File: src/design/keyboard_display_controller_regs_assert.svh
// Assertion macros for the keyboard/display controller register block.
`ifndef KEYBOARD_DISPLAY_CONTROLLER_REGS_ASSERT_SVH
`define KEYBOARD_DISPLAY_CONTROLLER_REGS_ASSERT_SVH

// same-cycle implication
`define KDC_ASSERT_IMPLY(label, clk, rst, lhs, rhs) \
   label: assert property (@(posedge clk) disable iff (rst) (lhs) |-> (rhs)) \
      else $error("kdc: implication check failed");

// delayed implication
`define KDC_ASSERT_DELAY2(label, clk, rst, lhs, rhs) \
   label: assert property (@(posedge clk) disable iff (rst) (lhs) |-> ##2 (rhs)) \
      else $error("kdc: two-cycle latency check failed");

`endif

File: src/design/kdc_pkg.sv
// Shared types and constants for the keyboard/display controller register block.
`timescale 1ns / 1ps
`default_nettype none

package kdc_pkg;

   localparam int DISP_ENTRIES = 16;
   localparam int DISP_IDX_W   = $clog2(DISP_ENTRIES);
   localparam int DISP_PTR_W   = DISP_IDX_W + 1;

   localparam logic [7:0] KEY_NONE    = 8'hFF;
   localparam logic [1:0] CLEAR_BITS  = 2'b11;

   // item selector
   typedef enum logic [2:0] {
      CMD_READ_KEY    = 3'd0,
      CMD_READ_STATUS = 3'd1,
      CMD_WRITE_DATA  = 3'd2,
      CMD_WRITE_CMD   = 3'd3,
      CMD_KEY_EVENT   = 3'd4,
      CMD_NO_KEY      = 3'd5
   } cmd_type;

   // command word opcode, bits 7:5
   typedef enum logic [2:0] {
      OP_MODE_SET   = 3'b000,
      OP_DISP_WRITE = 3'b100,
      OP_CLEAR      = 3'b110
   } cmd_op_type;

endpackage

`default_nettype wire

File: src/design/keyboard_display_controller_regs.sv
// Keyboard/display controller register block: bus accesses and key events.
//
//   channel  | ports                                   | handshake
//   ---------+-----------------------------------------+---------------------------
//   request  | req_cmd, req_data_byte                  | start high, busy low
//   response | rsp_read_data, rsp_disp_written,        | rsp_valid, one cycle,
//            | rsp_disp_index, rsp_disp_value,         | cannot be held off
//            | rsp_disp_cleared                        |
//
// One item per cycle while busy is low; each item gives one response, passing the input
// register, then decode and state update into the response register.
// busy is high during reset and in the first cycle after it; reset clears pointer,
// mode, key and status registers. Display entries themselves live downstream and
// follow the write and clear strobes on the response.
`timescale 1ns / 1ps
`default_nettype none

module keyboard_display_controller_regs (
   input  wire logic                          clock,
   input  wire logic                          reset,
   input  wire logic                          start,
   output logic                               busy,
   input  wire logic [2:0]                    req_cmd,
   input  wire logic [7:0]                    req_data_byte,
   output logic                               rsp_valid,
   output logic [7:0]                         rsp_read_data,
   output logic                               rsp_disp_written,
   output logic [kdc_pkg::DISP_IDX_W-1:0]     rsp_disp_index,
   output logic [7:0]                         rsp_disp_value,
   output logic                               rsp_disp_cleared
);
   import kdc_pkg::*;

   // input register
   logic                  in_valid_ff, in_valid_in;
   logic [2:0]            in_cmd_ff;
   logic [7:0]            in_data_ff;
   logic                  busy_ff;

   // controller state
   logic [DISP_IDX_W-1:0] ptr_ff, ptr_in;
   logic                  auto_ff, auto_in;
   logic                  lim_set_ff, lim_set_in;   // limit nonzero
   logic                  lim_16_ff, lim_16_in;     // 16 entries, else 8
   logic [7:0]            key_ff, key_in;
   logic                  status_ff, status_in;     // status byte is 0 or 1

   // response register
   logic                  rsp_valid_ff, rsp_valid_in;
   logic [7:0]            rd_ff, rd_in;
   logic                  wr_ff, wr_in;
   logic [DISP_IDX_W-1:0] idx_ff, idx_in;
   logic [7:0]            val_ff, val_in;
   logic                  clr_ff, clr_in;

   cmd_type               cmd;
   cmd_op_type            op;
   logic [DISP_PTR_W-1:0] ptr_next;
   logic [DISP_PTR_W-1:0] limit;

   assign in_valid_in = start && !busy_ff;
   assign cmd         = cmd_type'(in_cmd_ff);
   assign op          = cmd_op_type'(in_data_ff[7:5]);
   assign ptr_next    = {1'b0, ptr_ff} + DISP_PTR_W'(1);
   assign limit       = !lim_set_ff ? DISP_PTR_W'(0) :
                        (lim_16_ff ? DISP_PTR_W'(DISP_ENTRIES) : DISP_PTR_W'(DISP_ENTRIES / 2));

   always_comb begin
      ptr_in       = ptr_ff;
      auto_in      = auto_ff;
      lim_set_in   = lim_set_ff;
      lim_16_in    = lim_16_ff;
      key_in       = key_ff;
      status_in    = status_ff;
      rsp_valid_in = in_valid_ff;
      rd_in        = 8'd0;
      wr_in        = 1'b0;
      idx_in       = '0;
      val_in       = 8'd0;
      clr_in       = 1'b0;
      if (in_valid_ff) begin
         unique case (cmd)
            CMD_READ_KEY: begin
               rd_in     = key_ff;
               status_in = 1'b0;
            end
            CMD_READ_STATUS: begin
               rd_in = {7'd0, status_ff};
            end
            CMD_WRITE_DATA: begin
               wr_in  = 1'b1;
               idx_in = ptr_ff;
               val_in = in_data_ff;
               if (auto_ff) begin
                  ptr_in = (ptr_next >= limit) ? '0 : ptr_next[DISP_IDX_W-1:0];
               end
            end
            CMD_WRITE_CMD: begin
               unique case (op)
                  OP_MODE_SET: begin
                     lim_set_in = 1'b1;
                     lim_16_in  = in_data_ff[3];
                  end
                  OP_DISP_WRITE: begin
                     auto_in = in_data_ff[4];
                     ptr_in  = in_data_ff[DISP_IDX_W-1:0];
                  end
                  OP_CLEAR: begin
                     clr_in = (in_data_ff[3:2] == CLEAR_BITS);
                  end
                  default: ;
               endcase
            end
            CMD_KEY_EVENT: begin
               key_in    = in_data_ff;
               status_in = 1'b1;
            end
            CMD_NO_KEY: begin
               key_in = KEY_NONE;
            end
            default: ;   // unused selectors do nothing
         endcase
      end
   end

   always_ff @(posedge clock) begin
      if (reset) begin
         busy_ff      <= 1'b1;
         in_valid_ff  <= 1'b0;
         ptr_ff       <= '0;
         auto_ff      <= 1'b0;
         lim_set_ff   <= 1'b0;
         lim_16_ff    <= 1'b0;
         key_ff       <= 8'd0;
         status_ff    <= 1'b0;
         rsp_valid_ff <= 1'b0;
         rd_ff        <= 8'd0;
         wr_ff        <= 1'b0;
         idx_ff       <= '0;
         val_ff       <= 8'd0;
         clr_ff       <= 1'b0;
      end else begin
         busy_ff      <= 1'b0;
         in_valid_ff  <= in_valid_in;
         ptr_ff       <= ptr_in;
         auto_ff      <= auto_in;
         lim_set_ff   <= lim_set_in;
         lim_16_ff    <= lim_16_in;
         key_ff       <= key_in;
         status_ff    <= status_in;
         rsp_valid_ff <= rsp_valid_in;
         rd_ff        <= rd_in;
         wr_ff        <= wr_in;
         idx_ff       <= idx_in;
         val_ff       <= val_in;
         clr_ff       <= clr_in;
      end
   end

   always_ff @(posedge clock) begin
      in_cmd_ff  <= req_cmd;
      in_data_ff <= req_data_byte;
   end

   assign busy             = busy_ff;
   assign rsp_valid        = rsp_valid_ff;
   assign rsp_read_data    = rd_ff;
   assign rsp_disp_written = wr_ff;
   assign rsp_disp_index   = idx_ff;
   assign rsp_disp_value   = val_ff;
   assign rsp_disp_cleared = clr_ff;

`include "keyboard_display_controller_regs_assert.svh"

   `KDC_ASSERT_DELAY2(a_rsp_latency, clock, reset, start && !busy, rsp_valid)
   `KDC_ASSERT_IMPLY(a_one_action, clock, reset, rsp_valid,
      !(rsp_disp_written && rsp_disp_cleared) && !(rsp_disp_written && rsp_read_data != 8'd0))
   `KDC_ASSERT_IMPLY(a_quiet_idle, clock, reset, !rsp_valid,
      !rsp_disp_written && !rsp_disp_cleared && rsp_read_data == 8'd0)
   `KDC_ASSERT_IMPLY(a_ptr_in_limit, clock, reset,
      lim_set_ff && !lim_16_ff && auto_ff && $past(in_valid_ff && cmd == CMD_WRITE_DATA),
      !ptr_ff[DISP_IDX_W-1])

endmodule

`default_nettype wire
File: config.mk
export PLATFORM = sky130hd
export DESIGN_NAME = keyboard_display_controller_regs
export DESIGN_NICKNAME = d
export VERILOG_FILES = /design/src/design/kdc_pkg.sv /design/src/design/keyboard_display_controller_regs.sv
export VERILOG_INCLUDE_DIRS = /design/src /design/src/design
export SDC_FILE = /design/constraint.sdc
export NUM_CORES = 1
export LEC_CHECK = 0
export BUFFER_PORTS_ARGS = -buffer_cell sky130_fd_sc_hd__buf_2
export CAP_MARGIN = 20
export CORE_MARGIN = 2
export CORE_UTILIZATION = 47
export DETAILED_ROUTE_END_ITERATION = 12
export GPL_ROUTABILITY_DRIVEN = 0
export PLACE_DENSITY = 0.7
export SETUP_SLACK_MARGIN = 0.1
export SLEW_MARGIN = 20
export SYNTH_ARGS = -nofsm -noshare
export SYNTH_HDL_FRONTEND = slang
export SYNTH_SLANG_ARGS = --single-unit
File: constraint.sdc
create_clock -name clock -period 1.7 [get_ports clock]
set_input_delay 0.085 -clock clock [delete_from_list [all_inputs] [get_ports clock]]
set_output_delay 0.085 -clock clock [all_outputs]
set_load 0.1 [all_outputs]
==> flow_metrics.tcl, run 1 <==
set metrics [dict create \
    synthAdderAreaFrac_pct 2.88 \
    cap_violations 0 \
    worstHoldPathType "in -> reg" \
    crit_path_frequent_cell "ha_4" \
    fmax_mhz 568 \
    violations "setup timing" \
    cts_root_buf "clkbuf_8" \
    grtUsageTotal_pct 18.8 \
    rows 22 \
    post-place-ws_ps -97.7 \
    placed_area_mm2 0.00202 \
    finalInstanceArea_mm2 0.00232 \
    finalMaxSlewViolations 0 \
    nFillCells 300 \
    syn2layout_area_growth_pct 33.2 \
    dr.pass1.iters 4 \
    wl_met1_mm 1.69 \
    vdd_drop_max_mv 0.796 \
    io_buffers 37 \
    numCtsBuffers 5 \
    dp_cells 245 \
    wl_met2_mm 1.72 \
    ys_warn_count 0 \
    synth_flop_cell "dfxtp_1" \
    worstPathArrival_ps 1950 \
    cp_slowest_cell "dfxtp_4" \
    fin_skew_ps 9.36 \
    crit_path_start_kind "flop" \
    yosys.area.top_type_share_pct 59.9 \
    die_h_um 64.8 \
    synth_area_mm2 0.00174 \
    start_util_pct 48.2 \
    p_comb_share_pct 5.0 \
    drcViolationCount 0 \
    crit_type "reg -> reg" \
    wl_met3_um 204 \
    status "finished with violations" \
    top_layer_used "met4" \
    drtIter0Drc 56 \
    synth_area_leader_cell "dfxtp_1" \
    ctsHtreeMaxLevel 2 \
    leakagePower_nw 1.04 \
    cp_cell_sequence "ha_4 -> and3_4 -> ha_4 -> nor2b_4 -> nor3_4 -> buf_4 -> a32oi_2 -> a21oi_1" \
    drive_gt1_share_pct 31.5 \
    nNetsFinal 239 \
    rrSetupSlack_ps -60 \
    finalSetupTns_ps -98.7 \
    clk_path_buf_depth 2 \
    cp-end-kind "flop" \
    synth_edf_count 0 \
    p_per_area_mw_per_mm2 922 \
    seq_power_share_pct 59.0 \
    clk_pin_slew_worst_paths_ps 90 \
    fp.dieW_um 64.8 \
    syn-mean-instance-area_um2 10.6 \
    multiInputGateArea_um2 707 \
    sw_frac_of_total_pct 21.8 \
    required_ps 1890 \
    synth_cell_types 35 \
    tightest_slew_ps 491 \
    wl_per_cell_um 13.6 \
    grt_max_degree 18 \
    setup_violations 3 \
    synth_common_cells "52 x dfxtp_1, 23 x nor2_1, 12 x and3_1" \
    grt_first_pass_wirelength_mm 5.79 \
    gr-total-overflow 0 \
    totalWireLength_mm 3.67 \
    maxSlewHeadroom_pct 67.5 \
    core_mm2 0.00361 \
    finalNonFillerCells 270 \
    numClockSinks 52 \
    cp_max_fo 6 \
    hpwlAfterDp_mm 2.40 \
    antennaDiodeCount 0 \
    cts_tree "yes" \
    setup_ws_ps -61.7 \
    power.internal_mw 1.67 \
    ioPinCount 38 \
    yosysSeqAreaShare_pct 59.9 \
    synth_compound_area_share_pct 9.06 \
    clk-insertion-delay-late_ps 300 \
    rsz0062_at_grt "true" \
    final_util_pct 64.2 \
    ys_ff_latch 52 \
    post-route-min-period_ps 1760 \
    synth_xor_area_share_pct 1.01 \
    vias 1350 \
    yosys-top-cells-area "dfxtp_1 60%, nor2_1 5.0%, and3_1 4.3%, a211oi_1 3.5%, ha_1 2.9%" \
    p_switching_uw 467 \
    seq_area_mm2 0.00105 \
    vias_per_cell 5.00 \
    synth_top_family_by_area "simple AND/OR/NAND/NOR gates" \
    hold_violations 0 \
    yosysMostFrequentCell "dfxtp_1" \
    synth_mux_area_share_pct 2.30 \
    ant_nets 0 \
    critPathMaxStageDelay_ps 380 \
    die-area_mm2 0.00420 \
    grt_pass1_vias 1244 \
    fin_crit_sh_pct 104 \
    antenna_found_initial 0 \
    clkPwrFrac_pct 36.0 \
    yosys.area_share.simple_pct 21.4 \
    async_flop_share_pct 0 \
    synth_cells 164 \
    syn_nets 182 \
]
[timing repair]
item,4_1_cts,5_1_grt
gates resized for setup,2,4
cloned,0,0
setup buffers,3,3
hold endpoints to repair,11,0
pin swaps,8,4
hold buffers,11,0
setup endpoints to repair,4,4
[critical path, delay by kind of cell, from the launching register on]
family	cells	cell delay, ps
and+or+nand+nor	3	390
DFF	1	380
AOI/OAI and AO/OA	2	320
adders and majority gates	2	420
buffers and inverters	1	140
[flip-flops by register name (all words and copies together), names as in the netlist]
signal            flops
rsp_valid             1
lim_16_ff             1
ptr_ff                4
rsp_read_data         8
rsp_disp_index        4
auto_ff               1
cmd                   3
lim_set_ff            1
key_ff                8
in_valid_ff           1
rsp_disp_value        8
in_data_ff            8
rsp_disp_cleared      1
busy                  1
rsp_disp_written      1
status_ff             1
[layout by cell type (no fill, tap or decap), types with 2 or more instances in the layout]
cell type	netlist	final
dfxtp_4	0	2
dfxtp_1	52	49
a211oi_1	8	8
buf_4	0	10
dlygate4sd3_1	0	11
nor3_1	2	2
inv_1	6	6
o31ai_1	2	2
buf_2	1	37
nand3b_1	2	2
and3_1	12	11
nor4_1	2	2
nor3b_1	3	3
ha_1	4	2
a32oi_1	3	2
clkbuf_8	0	5
nor2_1	23	23
ha_4	0	2
nand2_1	5	5
a21oi_1	4	4
mux2i_1	4	4
and2_1	7	7
[final timing paths]
path | from | end | cells after the start
min | start | in_valid_ff | 2
min reg2reg | busy | in_valid_ff | 1
max reg2reg | ptr_ff[0] | ptr_ff[3] | 8
max | ptr_ff[0] | ptr_ff[3] | 8
[layer usage]
| layer | vias up | global-route usage, % |
|---|---|---|
| li1 | 685 | - |
| met3 | 6 | 4.51 |
| met4 | 0 | 11.2 |
| met5 | - | 0 |
| met2 | 44 | 30.7 |
| met1 | 615 | 22.4 |
[through the flow]
stage | power [mW] | hold WS, ps
2_1_floorplan | 1.34 | 113
3_3_place_gp | 1.37 | 187
3_5_place_dp | 1.38 | 189
4_1_cts | 2.16 | 26.0
5_1_grt | 2.23 | 23.4
6_report | 2.14 | 38.2
[power groups by stage]
stage	Clock [mW]	Combinational [mW]	Sequential (mW)
6_report	0.769	0.106	1.26
3_3_place_gp	0	0.0833	1.29
5_1_grt	0.849	0.114	1.27
4_1_cts	0.791	0.104	1.26
2_1_floorplan	0	0.0405	1.30
3_5_place_dp	0	0.0844	1.29
[kinds of logic after synthesis]
| group | count (synthesis) |
|---|---|
| buffers and inverters | 14 |
| adder cells (fa/ha/maj) | 4 |
| AO/OA/AOI/OAI | 21 |
| multiplexers | 4 |
| XOR/XNOR | 2 |
| flip-flops | 52 |
| AND/OR/NAND/NOR | 67 |
[area by class of cell]
| cell class | count | share of cell area (%) |
|---|---|---|
| flip-flops and latches | 52 | 45.3 |
| multi-input cells | 98 | 30.5 |
| repair buffers | 58 | 16.0 |
| clock buffers | 7 | 4.21 |
| well taps | 48 | 2.59 |
| inverters | 6 | 0.972 |
| clock inverters | 1 | 0.378 |
(Power assumes the default switching activity.)
==> run 2: changes to the inputs <==
SETUP_SLACK_MARGIN = 0.05   (was 0.1)
==> run 2 against run 1 <==
The flow still finishes with violations (setup timing). Sequential share of layout area unchanged. Utilization is the same. Critical path depth unchanged. Combinational power is essentially flat. Clock power about the same. Hold slack hardly changed. Critical path type unchanged. Largest power group unchanged.
==> flow_metrics.tcl, run 2 (synthesis gave the netlist of run 1 again) <==
set metrics [dict create \
    whs_path_depth 2 \
    drtIter0Drc 52 \
    post-route-min-period_ps 1760 \
    required_ps 1890 \
    status "finished with violations" \
    die_h_um 64.8 \
    crit_type "reg -> reg" \
    antenna_found_initial 0 \
    violations "setup timing" \
    cts_root_buf "clkbuf_8" \
    ioPinCount 38 \
    rows 22 \
    crit_path_start_kind "flop" \
    vdd_drop_max_mv 0.796 \
    path_buf_inv 1 \
    r2r_cells 8 \
    die-area_mm2 0.00420 \
    final_common_cell "dfxtp_1" \
    fin_skew_ps 13.1 \
    gr-total-overflow 0 \
    whs_ps 38.7 \
    finalInstanceArea_mm2 0.00232 \
    setup_violations 3 \
    final_cell_mix "49 x dfxtp_1, 37 x buf_2, 23 x nor2_1, 11 x and3_1, 11 x dlygate4sd3_1" \
    critPathMaxStageDelay_ps 380 \
    r2r-start "ptr_ff[0]" \
    core_mm2 0.00361 \
    totalWireLength_mm 3.67 \
    cpLargestDelayFamily "adder cells" \
    busiest_layer "met2" \
    crit_path_frequent_cell "ha_4" \
    grtUsageMet3_pct 4.51 \
    worstHoldPathType "in -> reg" \
    clk_path_buf_depth 2 \
    rrSetupSlack_ps -60 \
    worstReg2RegEnd "ptr_ff[3]" \
    use_met1_pct 22.2 \
    ant_nets 0 \
    fp.dieW_um 64.8 \
    finalMaxSlewViolations 0 \
    leakagePower_nw 1.04 \
    hold_end "in_valid_ff" \
    hold_violations 0 \
    cp-end-kind "flop" \
    maxSlewHeadroom_pct 67.5 \
    grt_max_degree 18 \
    cp_max_fo 6 \
    fin_crit_sh_pct 104 \
    p_per_area_mw_per_mm2 924 \
    rsz0062_at_grt "true" \
    hpwlAfterDp_mm 2.40 \
    wl_per_cell_um 13.6 \
    grtUsageTotal_pct 18.7 \
    numCtsBuffers 5 \
    clk-insertion-delay-late_ps 300 \
    cp_cell_sequence "ha_4 -> and3_4 -> ha_4 -> nor2b_4 -> nor3_4 -> buf_4 -> a32oi_2 -> a21oi_1" \
    vias_per_cell 4.96 \
    worstPathArrival_ps 1950 \
    cap_violations 0 \
    placed_area_mm2 0.00202 \
    syn2layout_area_growth_pct 33.2 \
    clk_pin_slew_worst_paths_ps 90 \
    vias 1338 \
    antennaDiodeCount 0 \
    tightest_slew_ps 491 \
    grt_first_pass_wirelength_mm 5.76 \
    setup_ws_ps -61.2 \
    use_met2_pct 30.7 \
    drive_gt1_share_pct 31.5 \
    start_util_pct 48.2 \
    fmax_mhz 568 \
    io_buffers 37 \
    cp_slowest_cell "dfxtp_4" \
    final_util_pct 64.2 \
    grt_pass1_vias 1244 \
    nNetsFinal 239 \
    post-place-ws_ps -97.7 \
    dr.pass1.iters 4 \
    finalPower_mw 2.14 \
    drcViolationCount 0 \
    ctsHtreeMaxLevel 2 \
    min_from "start" \
    numClockSinks 52 \
    cts_tree "yes" \
]
[run 2: cell counts in the layout (fill, tap and decap cells not counted)]
No cell type changed its count.
[run 2: repair_timing]
| action | in CTS | in global routing |
|---|---|---|
| setup buffers | 3 | 3 |
| endpoints found under the setup margin | 4 | 4 |
| endpoints found under the hold margin | 11 | 0 |
| resized for setup | 2 | 4 |
| pin swaps | 6 | 5 |
| hold buffers | 11 | 0 |
| cloned | 0 | 0 |
[run 2: through the flow]
stage	cells	setup TNS, ps
5_1_grt	270	-388
6_report	270	-99.4
2_1_floorplan	164	0
3_5_place_dp	245	-109
4_1_cts	267	-76.7
3_3_place_gp	245	0
[run 2: layout make-up]
class	instances	area, µm²
clock inverter	1	8.76
clock buffer	7	97.6
timing repair buffer	58	370
sequential	52	1050
fill	300	1290
tap	48	60.1
inverter	6	22.5
multi-input combinational	98	707
[run 2: worst max-delay path by stage]
stage / startpoint / endpoint / slack [ps] / cells past startpoint
after floorplan: ptr_ff[1] / ptr_ff[0] / 120 / 7
after global placement: ptr_ff[0] / ptr_ff[2] / 70 / 7
after detailed placement: ptr_ff[0] / ptr_ff[0] / -100 / 7
after CTS: ptr_ff[2] / ptr_ff[2] / -30 / 9
after global routing: ptr_ff[1] / ptr_ff[3] / -130 / 7
final: ptr_ff[0] / ptr_ff[3] / -60 / 8
[run 2: per-layer routing]
metal	part of all wire (%)	vias up
met3	4.5	7
li1	-	685
met4	1.9	0
met2	46	38
met1	47	608
met5	0	-
[run 2: worst register-to-register path: cells and delay by family (launching register included)]
| kind | cells | cell delay (ps) |
|---|---|---|
| AO/OA/AOI/OAI | 2 | 320 |
| adder cells (fa/ha/maj) | 2 | 420 |
| buffers and inverters | 1 | 140 |
| flip-flops | 1 | 380 |
| AND/OR/NAND/NOR | 3 | 400 |
[run 2: report_power, final]
group          internal [mW]  leakage, nW  switching [mW]
clock network          0.386       0.0540           0.386
registers               1.24        0.426          0.0247
logic                 0.0477        0.564          0.0582
total                   1.67         1.04           0.469
